<file path="src/rtl/core/deq_pkg.sv">
// Shared types and codes for the double-ended queue with search.
package deq_pkg;

	localparam int unsigned VAL_W = 32;

	typedef enum logic [2:0] {
		FN_PUSH_FRONT = 3'd0,
		FN_PUSH_BACK  = 3'd1,
		FN_POP_FRONT  = 3'd2,
		FN_POP_BACK   = 3'd3,
		FN_SEARCH     = 3'd4
	} func_t;

	typedef enum logic [1:0] {
		STAT_DONE  = 2'd0,
		STAT_EMPTY = 2'd1,
		STAT_FULL  = 2'd2
	} status_t;

	// Commands from the controller to the datapath.
	typedef struct packed {
		logic accept;     // request transaction taken this cycle
		logic srch_run;   // search scan in progress
		logic load_srch;  // load the finished search result
	} ctrl_cmd_t;

	// Status from the datapath to the controller.
	typedef struct packed {
		logic start_srch; // presented request is a search of a nonempty queue
		logic srch_done;  // scan finished this cycle
		logic slot_free;  // result stage can take a result this cycle
	} dp_stat_t;

endpackage

</file>
<file path="src/rtl/core/deq_ifs.sv">
// Request and response channel interfaces of the queue.
interface deq_req_if;
	logic                          valid;
	logic                          ready;
	deq_pkg::func_t                func;
	logic signed [deq_pkg::VAL_W-1:0] value;

	modport source (output valid, output func, output value, input ready);
	modport sink (input valid, input func, input value, output ready);
endinterface

interface deq_rsp_if #(
	parameter int unsigned OCC_W = 5
);
	logic             valid;
	logic             ready;
	deq_pkg::status_t status;
	logic             found;
	logic [OCC_W-1:0] occupancy;

	modport source (output valid, output status, output found, output occupancy, input ready);
	modport sink (input valid, input status, input found, input occupancy, output ready);
endinterface

</file>
<file path="src/rtl/core/deq_ram.sv">
// Generic single-port RAM with registered read data.
module deq_ram #(
	parameter int unsigned WIDTH = 32,
	parameter int unsigned DEPTH = 16
) (
	input  logic                     clk,
	input  logic                     we,
	input  logic [$clog2(DEPTH)-1:0] addr,
	input  logic [WIDTH-1:0]         wdata,
	output logic [WIDTH-1:0]         rdata
);

	logic [WIDTH-1:0] mem_q [DEPTH];

	always_ff @(posedge clk) begin
		if (we) begin
			mem_q[addr] <= wdata;
		end
		rdata <= mem_q[addr];
	end

endmodule

</file>
<file path="src/rtl/core/deq_ctrl.sv">
// Controller state machine: request acceptance and search sequencing.
module deq_ctrl (
	input  logic               clk,
	input  logic               arst_n,
	input  logic               req_valid,
	output logic               req_ready,
	input  deq_pkg::dp_stat_t  stat,
	output deq_pkg::ctrl_cmd_t cmd
);
	import deq_pkg::*;

	typedef enum logic [2:0] {
		ST_IDLE = 3'b001,
		ST_SRCH = 3'b010,
		ST_DONE = 3'b100
	} state_t;

	state_t state_q, state_d;

	always_comb begin
		req_ready     = 1'b0;
		cmd.accept    = 1'b0;
		cmd.srch_run  = 1'b0;
		cmd.load_srch = 1'b0;
		state_d       = state_q;
		unique case (state_q)
			ST_IDLE: begin
				req_ready  = stat.slot_free;
				cmd.accept = req_valid && stat.slot_free;
				if (cmd.accept && stat.start_srch) begin
					state_d = ST_SRCH;
				end
			end
			ST_SRCH: begin
				cmd.srch_run = 1'b1;
				if (stat.srch_done) begin
					state_d = ST_DONE;
				end
			end
			ST_DONE: begin
				// hold the search result until the result stage frees up
				if (stat.slot_free) begin
					cmd.load_srch = 1'b1;
					state_d       = ST_IDLE;
				end
			end
			default: begin
				state_d = ST_IDLE;
			end
		endcase
	end

	always_ff @(posedge clk or negedge arst_n) begin
		if (!arst_n) begin
			state_q <= ST_IDLE;
		end else begin
			state_q <= state_d;
		end
	end

endmodule

</file>
<file path="src/rtl/core/deq_dp.sv">
// Datapath: queue pointers, entry store, search scan and result registers.
module deq_dp #(
	parameter int unsigned CAPACITY = 16,
	parameter int unsigned OCC_W    = 5
) (
	input  logic                              clk,
	input  logic                              arst_n,
	input  deq_pkg::ctrl_cmd_t                cmd,
	output deq_pkg::dp_stat_t                 stat,
	input  deq_pkg::func_t                    func,
	input  logic signed [deq_pkg::VAL_W-1:0]  value,
	input  logic                              rsp_ready,
	output logic                              rsp_valid,
	output deq_pkg::status_t                  rsp_status,
	output logic                              rsp_found,
	output logic [OCC_W-1:0]                  rsp_occupancy
);
	import deq_pkg::*;

	localparam int unsigned IDX_W = (CAPACITY > 1) ? $clog2(CAPACITY) : 1;
	localparam int unsigned SUM_W = IDX_W + 1;

	logic [IDX_W-1:0] front_q;
	logic [OCC_W-1:0] count_q;

	logic [IDX_W-1:0] front_dec, front_inc, back_pos, ptr_inc;
	logic [SUM_W-1:0] back_sum;
	logic             full, empty;

	// scan state
	logic [IDX_W-1:0] ptr_q;
	logic [OCC_W-1:0] issued_q, cmp_q;
	logic [VAL_W-1:0] key_q;
	logic             rdv_s1, found_q, issue, hit;

	// RAM port
	logic             ram_we;
	logic [IDX_W-1:0] ram_addr;
	logic [VAL_W-1:0] ram_rdata;

	// next state and result of a single-step request
	logic [IDX_W-1:0] front_nx;
	logic [OCC_W-1:0] count_nx;
	status_t          stat_nx;

	// result stage and output register
	logic             res_valid_s1;
	status_t          res_status_s1;
	logic             res_found_s1;
	logic [OCC_W-1:0] res_occ_s1;
	logic             out_valid_q;
	status_t          out_status_q;
	logic             out_found_q;
	logic [OCC_W-1:0] out_occ_q;
	logic             out_free, move, load;

	assign full      = count_q == OCC_W'(CAPACITY);
	assign empty     = count_q == '0;
	assign front_dec = (front_q == '0) ? IDX_W'(CAPACITY - 1) : front_q - IDX_W'(1);
	assign front_inc = (front_q == IDX_W'(CAPACITY - 1)) ? '0 : front_q + IDX_W'(1);
	assign ptr_inc   = (ptr_q == IDX_W'(CAPACITY - 1)) ? '0 : ptr_q + IDX_W'(1);
	assign back_sum  = SUM_W'(front_q) + SUM_W'(count_q);
	assign back_pos  = (back_sum >= SUM_W'(CAPACITY)) ?
		IDX_W'(back_sum - SUM_W'(CAPACITY)) : IDX_W'(back_sum);

	always_comb begin
		front_nx = front_q;
		count_nx = count_q;
		stat_nx  = STAT_DONE;
		ram_we   = 1'b0;
		ram_addr = ptr_q;
		unique case (func)
			FN_PUSH_FRONT: begin
				if (full) begin
					stat_nx = STAT_FULL;
				end else begin
					front_nx = front_dec;
					count_nx = count_q + OCC_W'(1);
					ram_we   = cmd.accept;
					ram_addr = front_dec;
				end
			end
			FN_PUSH_BACK: begin
				if (full) begin
					stat_nx = STAT_FULL;
				end else begin
					count_nx = count_q + OCC_W'(1);
					ram_we   = cmd.accept;
					ram_addr = back_pos;
				end
			end
			FN_POP_FRONT: begin
				if (empty) begin
					stat_nx = STAT_EMPTY;
				end else begin
					front_nx = front_inc;
					count_nx = count_q - OCC_W'(1);
				end
			end
			FN_POP_BACK: begin
				if (empty) begin
					stat_nx = STAT_EMPTY;
				end else begin
					count_nx = count_q - OCC_W'(1);
				end
			end
			FN_SEARCH: begin
				if (empty) begin
					stat_nx = STAT_EMPTY;
				end
			end
			default: begin
			end
		endcase
		// the scan owns the port while it runs
		if (cmd.srch_run) begin
			ram_we   = 1'b0;
			ram_addr = ptr_q;
		end
	end

	deq_ram #(
		.WIDTH(VAL_W),
		.DEPTH(CAPACITY)
	) u_ram (
		.clk  (clk),
		.we   (ram_we),
		.addr (ram_addr),
		.wdata(value),
		.rdata(ram_rdata)
	);

	assign issue = cmd.srch_run && (issued_q != count_q);
	assign hit   = ram_rdata == key_q;

	assign stat.start_srch = (func == FN_SEARCH) && !empty;
	assign stat.srch_done  = cmd.srch_run && rdv_s1 && (hit || (cmp_q + OCC_W'(1) == count_q));

	assign out_free       = !out_valid_q || rsp_ready;
	assign move           = res_valid_s1 && out_free;
	assign stat.slot_free = !res_valid_s1 || out_free;
	assign load           = (cmd.accept && !stat.start_srch) || cmd.load_srch;

	always_ff @(posedge clk or negedge arst_n) begin
		if (!arst_n) begin
			front_q      <= '0;
			count_q      <= '0;
			rdv_s1       <= 1'b0;
			res_valid_s1 <= 1'b0;
			out_valid_q  <= 1'b0;
		end else begin
			if (cmd.accept) begin
				front_q <= front_nx;
				count_q <= count_nx;
			end
			rdv_s1 <= issue && !stat.srch_done;
			if (load) begin
				res_valid_s1 <= 1'b1;
			end else if (move) begin
				res_valid_s1 <= 1'b0;
			end
			if (move) begin
				out_valid_q <= 1'b1;
			end else if (rsp_ready) begin
				out_valid_q <= 1'b0;
			end
		end
	end

	always_ff @(posedge clk) begin
		if (cmd.accept) begin
			key_q    <= value;
			ptr_q    <= front_q;
			issued_q <= '0;
			cmp_q    <= '0;
		end else if (cmd.srch_run) begin
			if (issue) begin
				ptr_q    <= ptr_inc;
				issued_q <= issued_q + OCC_W'(1);
			end
			if (rdv_s1) begin
				cmp_q <= cmp_q + OCC_W'(1);
			end
		end
		if (stat.srch_done) begin
			found_q <= hit;
		end
		if (load) begin
			if (cmd.load_srch) begin
				res_status_s1 <= STAT_DONE;
				res_found_s1  <= found_q;
				res_occ_s1    <= count_q;
			end else begin
				res_status_s1 <= stat_nx;
				res_found_s1  <= 1'b0;
				res_occ_s1    <= count_nx;
			end
		end
		if (move) begin
			out_status_q <= res_status_s1;
			out_found_q  <= res_found_s1;
			out_occ_q    <= res_occ_s1;
		end
	end

	assign rsp_valid     = out_valid_q;
	assign rsp_status    = out_status_q;
	assign rsp_found     = out_found_q;
	assign rsp_occupancy = out_occ_q;

endmodule

</file>
<file path="src/rtl/core/deque_with_search.sv">
// Top level of the bounded double-ended queue with search.
//
// Usage: requests arrive on the req channel (func, value) and each one yields
// exactly one response transaction on rsp (status, found, occupancy), in order.
// func selects push front, push back, pop front, pop back or search; pops only
// discard the entry. A push into a full queue is dropped with a full status;
// a pop or search of an empty queue reports an empty status. Unused codes
// change nothing and answer with a done status.
//
// Flow: push, pop and unused codes complete in the datapath when accepted; the
// response passes through the result stage and the output register to rsp.
// A search scans the held entries front to back through the single port of
// the entry RAM, one read per cycle, and ends at the first match; no request
// is accepted until its result enters the result stage.
// A result stage sits in front of the output register, so one more request is
// accepted while a finished response waits on a stalled rsp; after that req
// holds ready low until the receiver drains rsp.
//
// Reset (arst_n low) empties the queue and drops any pending response. The
// entry RAM is not cleared; only entries written by a push are ever read.
module deque_with_search #(
	parameter int unsigned CAPACITY = 16
) (
	input  logic        clk,
	input  logic        arst_n,
	deq_req_if.sink     req,
	deq_rsp_if.source   rsp
);
	import deq_pkg::*;

	localparam int unsigned OCC_W = $clog2(CAPACITY + 1);

	ctrl_cmd_t cmd;
	dp_stat_t  stat;

	// Sequence acceptance and the search scan.
	deq_ctrl u_ctrl (
		.clk      (clk),
		.arst_n   (arst_n),
		.req_valid(req.valid),
		.req_ready(req.ready),
		.stat     (stat),
		.cmd      (cmd)
	);

	// Hold the queue state, the entry RAM and the response registers.
	deq_dp #(
		.CAPACITY(CAPACITY),
		.OCC_W   (OCC_W)
	) u_dp (
		.clk          (clk),
		.arst_n       (arst_n),
		.cmd          (cmd),
		.stat         (stat),
		.func         (req.func),
		.value        (req.value),
		.rsp_ready    (rsp.ready),
		.rsp_valid    (rsp.valid),
		.rsp_status   (rsp.status),
		.rsp_found    (rsp.found),
		.rsp_occupancy(rsp.occupancy)
	);

endmodule
</file>
<file path="src/flat_wrapper.sv">
// flat-port wrapper written by rule: the top's interface ports become plain ports
module deque_with_search_flat import deq_pkg::*;
#(
	parameter int unsigned CAPACITY = 16
)
  (clk, arst_n, req_valid, req_func, req_value, req_ready, rsp_valid, rsp_status, rsp_found, rsp_occupancy, rsp_ready);
  deq_req_if req_i ();
  deq_rsp_if rsp_i ();
  input  logic clk;
  input  logic arst_n;
  input wire logic [$bits(req_i.valid)-1:0] req_valid;
  input wire logic [$bits(req_i.func)-1:0] req_func;
  input wire logic [$bits(req_i.value)-1:0] req_value;
  output wire logic [$bits(req_i.ready)-1:0] req_ready;
  output wire logic [$bits(rsp_i.valid)-1:0] rsp_valid;
  output wire logic [$bits(rsp_i.status)-1:0] rsp_status;
  output wire logic [$bits(rsp_i.found)-1:0] rsp_found;
  output wire logic [$bits(rsp_i.occupancy)-1:0] rsp_occupancy;
  input wire logic [$bits(rsp_i.ready)-1:0] rsp_ready;
  assign req_i.valid = req_valid;
  assign req_i.func = req_func;
  assign req_i.value = req_value;
  assign req_ready = req_i.ready;
  assign rsp_valid = rsp_i.valid;
  assign rsp_status = rsp_i.status;
  assign rsp_found = rsp_i.found;
  assign rsp_occupancy = rsp_i.occupancy;
  assign rsp_i.ready = rsp_ready;
  deque_with_search #(.CAPACITY(CAPACITY)) u_core (.clk(clk), .arst_n(arst_n), .req(req_i), .rsp(rsp_i));
endmodule
</file>
<file path="config.mk">
export PLATFORM = sky130hd
export DESIGN_NAME = deque_with_search_flat
export DESIGN_NICKNAME = d
export VERILOG_FILES = /design/src/rtl/core/deq_pkg.sv /design/src/rtl/core/deq_ifs.sv /design/src/rtl/core/deq_ram.sv /design/src/rtl/core/deq_ctrl.sv /design/src/rtl/core/deq_dp.sv /design/src/rtl/core/deque_with_search.sv /design/src/flat_wrapper.sv
export SDC_FILE = /design/constraint.sdc
export NUM_CORES = 1
export LEC_CHECK = 0
export BUFFER_PORTS_ARGS = -buffer_cell sky130_fd_sc_hd__clkbuf_2
export CORE_ASPECT_RATIO = 1.75
export CORE_MARGIN = 3
export CORE_UTILIZATION = 44
export CTS_BUF_LIST = sky130_fd_sc_hd__clkbuf_2 sky130_fd_sc_hd__clkbuf_4 sky130_fd_sc_hd__clkbuf_8
export CTS_CLUSTER_SIZE = 12
export DETAILED_ROUTE_END_ITERATION = 12
export REMOVE_ABC_BUFFERS = 1
export SLEW_MARGIN = 10
export SYNTH_ARGS = -nofsm -noshare
export SYNTH_HDL_FRONTEND = slang
export SYNTH_SLANG_ARGS = --single-unit
</file>
<file path="constraint.sdc">
create_clock -name clk -period 4.94 [get_ports clk]
set_input_delay 1.482 -clock clk [delete_from_list [all_inputs] [get_ports clk]]
set_output_delay 1.482 -clock clk [all_outputs]
set_load 0.005 [all_outputs]
</file>
==> metrics.md <==
| Metric | Value |
|---|---|
| Via count | `about 13000` |
| Area leader, netlist | `edfxtp_1` |
| CTS sink cnt | `approximately 620` |
| Worst skew pair latency | `0.68 ns` |
| Uppermost layer routed | `met5` |
| Core Util, Final | `0.510` |
| Crit share post-route | `0.765` |
| Final Critical Period | `between 3 and 4 ns` |
| Critical Path End Type | `flip-flop` |
| CTS resizes | `0` |
| # Post-CTS Setup Buffers | `0` |
| Post-synth EDFFs | `between 500 and 600` |
| Post-synth top area share | `0.684` |
| Synth warn | `0` |
| Hold Path Class | `flip-flop to flip-flop` |
| Fill cell count | `about 4500` |
| Tot GR Track Use | `0.188` |
| Final Slew Violations | `0` |
| RSZ-0062 raised after global routing | `false` |
| Fin. Hold Viols | `0` |
| Ys async rst share | `0.0241` |
| Final setup vio count | `0` |
| Clock-pin slew on the worst setup and hold paths | `around 0.06 ns` |
| Cells after Synth | `1502` |
| Drt drc | `0` |
| Nets | `about 1700` |
| Leakage | `9.95 nW` |
| Die Span Y | `between 300 and 400 um` |
| Met3 wire length | `between 2000 and 2500 um` |
| CTS max path bufs | `3` |
| Core ar. | `between 50000 and 60000 um2` |
| Mux contribution to synthesized area | `0.108` |
| Critical Path RT | `between 5 and 6 ns` |
| Die Width | `roughly 190 um` |
| Rows | `114` |
| DRT antenna net count | `0` |
| Initial Utilization | `0.447` |
| Global-route wire length before repair | `82500 um` |
| Synth Area in XOR/XNOR | `0.0219` |
| WP data arrival | `between 4 and 5 ns` |
| Synth Area in Simple Gates | `0.0445` |
| Critical path launch point | `req_func[2]` |
| Largest net degree at the start of global routing | `124` |
| Via density | `5.55` |
| Top FF cell, synth | `edfxtp_1` |
| Hold WS | `~0.42 ns` |
| Clock skew | `about 0.023 ns` |
| Status | `complete, no violations` |
| H-tree Lvls | `3` |
| Synth cell types | `54` |
| First-iteration detailed-routing DRC count | `approximately 840` |
| Top cells by area, synth | `edfxtp_1, mux2i_1, dfxtp_1, mux2_2, a211oi_1` |
| Commonest non-fill, non-tap cell in the layout | `edfxtp_1` |
| Slew HR | `0.411` |
| CTS tree | `done` |
| Fraction of layout cells with a size suffix above 1 | `0.216` |
| Sequential share of the synthesized area | `0.734` |
| Clk Tree Root Cell | `clkbuf_8` |
| CP Launch Type | `input pin` |
| Max_cap viols | `0` |
| Worst r2r dst | `u_core.u_dp.u_ram.mem_q[4][12]$_DFFE_PP_` |
| Area delta synth->final | `14.1%` |
| Placer Congestion | `0.766` |
| Multi-input combinational cell area | `between 6000 and 7000 um2` |
| R2r setup slk | `1.32 ns` |
| Critical Path Sink | `u_core.u_dp.u_ram.mem_q[4][12]$_DFFE_PP_` |
| Io pins | `a little under 50` |
| Synth Area in Compound Gates | `0.0683` |
| Mean Syn Cell Area | `16.5 um2` |
| Worst IR Drop VDD | `roughly 0.26 mV` |
| Hpwl dp | `between 30000 and 40000 um` |
| Vias in the first global route | `between 10000 and 15000` |
| R2R depth | `9` |
| Antenna violations before repair | `4` |
| Synth Cell Area | `roughly 25000 um2` |
| M1 wire length | `~21000 um` |
| WL/cell | `about 23 um` |
| Critical R2R Launch | `u_core.u_dp.count_q[0]$_DFFE_PN0P_` |
| DR pass1 iterations | `4` |
| Kind of critical path | `input pin to flip-flop` |
| Number of hold buffers added after CTS | `0` |
| Num CTS Buffers | `91` |
| Synth Area in Adders | `0.00586` |
| CP max FO | `17` |
| Most frequent cells in the layout | `edfxtp_1, mux2i_1, clkbuf_8` |
| WL met2 | `about 30000 um` |
| Final WL | `54900 um` |
| Storage cell area | `around 18000 um2` |
| Worst-margin pin slew | `0.876 ns` |
| GR Overflow Total | `0` |
| Largest family of logic cells by synthesized area | `multiplexers` |
| Power Dens Cells | `between 400 and 500 nW/um2` |
| Fmax | `roughly 260 MHz` |
| Total die area | `around 59000 um2` |
| IO Port Bufs | `between 40 and 50` |
| Number of synthesized register bits | `a little over 600` |
| Total negative slack | `0 ns` |
## registers in the layout, indices dropped and copies added (netlist names), 5 cells and up
register and count:
u_core.u_dp.count_q 5, u_core.u_dp.u_ram.rdata 32, u_core.u_dp.res_occ_s1 5, u_core.u_dp.key_q 32, u_core.u_dp.u_ram.mem_q 512, u_core.u_dp.issued_q 5, u_core.u_dp.cmp_q 5, u_core.u_dp.rsp_occupancy 5
## cells by family after synthesis
group	after synthesis
xor+xnor	62
buf+inv	93
fa+ha+maj	11
compound gates	251
simple gates	205
flops	622
mux	258
## how the worst min path moves through the flow
stage | from | to | slack (ns) | cells after the start
6_report | u_core.u_dp.res_status_s1[1]$_SDFFCE_PP0P_ | u_core.u_dp.rsp_status[1]$_DFFE_PP_ | 0.42 | 0
5_1_grt | u_core.u_dp.res_occ_s1[3]$_DFFE_PP_ | u_core.u_dp.rsp_occupancy[3]$_DFFE_PP_ | 0.43 | 0
4_1_cts | u_core.u_dp.res_occ_s1[2]$_DFFE_PP_ | u_core.u_dp.rsp_occupancy[2]$_DFFE_PP_ | 0.42 | 0
3_5_place_dp | u_core.u_dp.res_status_s1[1]$_SDFFCE_PP0P_ | u_core.u_dp.rsp_status[1]$_DFFE_PP_ | 0.41 | 0
3_3_place_gp | u_core.u_dp.res_status_s1[1]$_SDFFCE_PP0P_ | u_core.u_dp.rsp_status[1]$_DFFE_PP_ | 0.40 | 0
2_1_floorplan | u_core.u_dp.res_found_s1$_SDFFCE_PN0P_ | u_core.u_dp.rsp_found$_DFFE_PP_ | 0.40 | 0
## Yosys cell counts, drive strengths merged, types with 11 or more instances
cell type / count
a221o: 32
nor2b: 67
mux2i: 193
nand2: 31
mux2: 65
buf: 44
o21ai: 19
inv: 11
xor2: 45
edfxtp: 565
a211oi: 65
o22ai: 33
nand3: 14
xnor2: 17
a21oi: 81
clkbuf: 37
dfxtp: 42
dfrtp: 14
nor2: 41
## metal layers
metal	vias up	GRT usage
met4	2	0.0693
met2	330	0.347
li1	6116	-
met1	6762	0.215
met5	-	0
met3	94	0.0324
## through the flow
stage	std cells	power (mW)	cell area, um2	setup slack [ns]
after floorplan	1421	8.63	24400	-6.57
after global placement	2226	9.42	26400	0.534
after detailed placement	2226	9.46	26400	0.471
after CTS	2396	13.7	28300	1.18
after global routing	2398	14.2	28300	1.07
final	2399	13.5	28300	1.16
## cell type report
type | instances | share of cell area
clock inverter | 34 | 0.00889
inverter | 12 | 0.00159
multi-input combinational | 787 | 0.223
tap | 696 | 0.0308
timing repair buffer | 109 | 0.0340
sequential | 622 | 0.643
antenna | 3 | 0.000265
clock buffer | 136 | 0.0589
## worst max-delay path, cell delays in order
cell,delay [ns]
clkbuf_2,0.17
or2_4,0.30
a211oi_4,0.44
mux2i_4,0.63
nand2_1,0.43
nor2_4,0.21
buf_4,0.40
## where the power goes
part | internal, mW | total, mW | switching, mW
registers | 6.11 | 6.31 | 0.201
clock network | 2.29 | 4.24 | 1.95
logic | 1.25 | 3.00 | 1.75
total | 9.65 | 13.5 | 3.90
(Power assumes the default switching activity.)
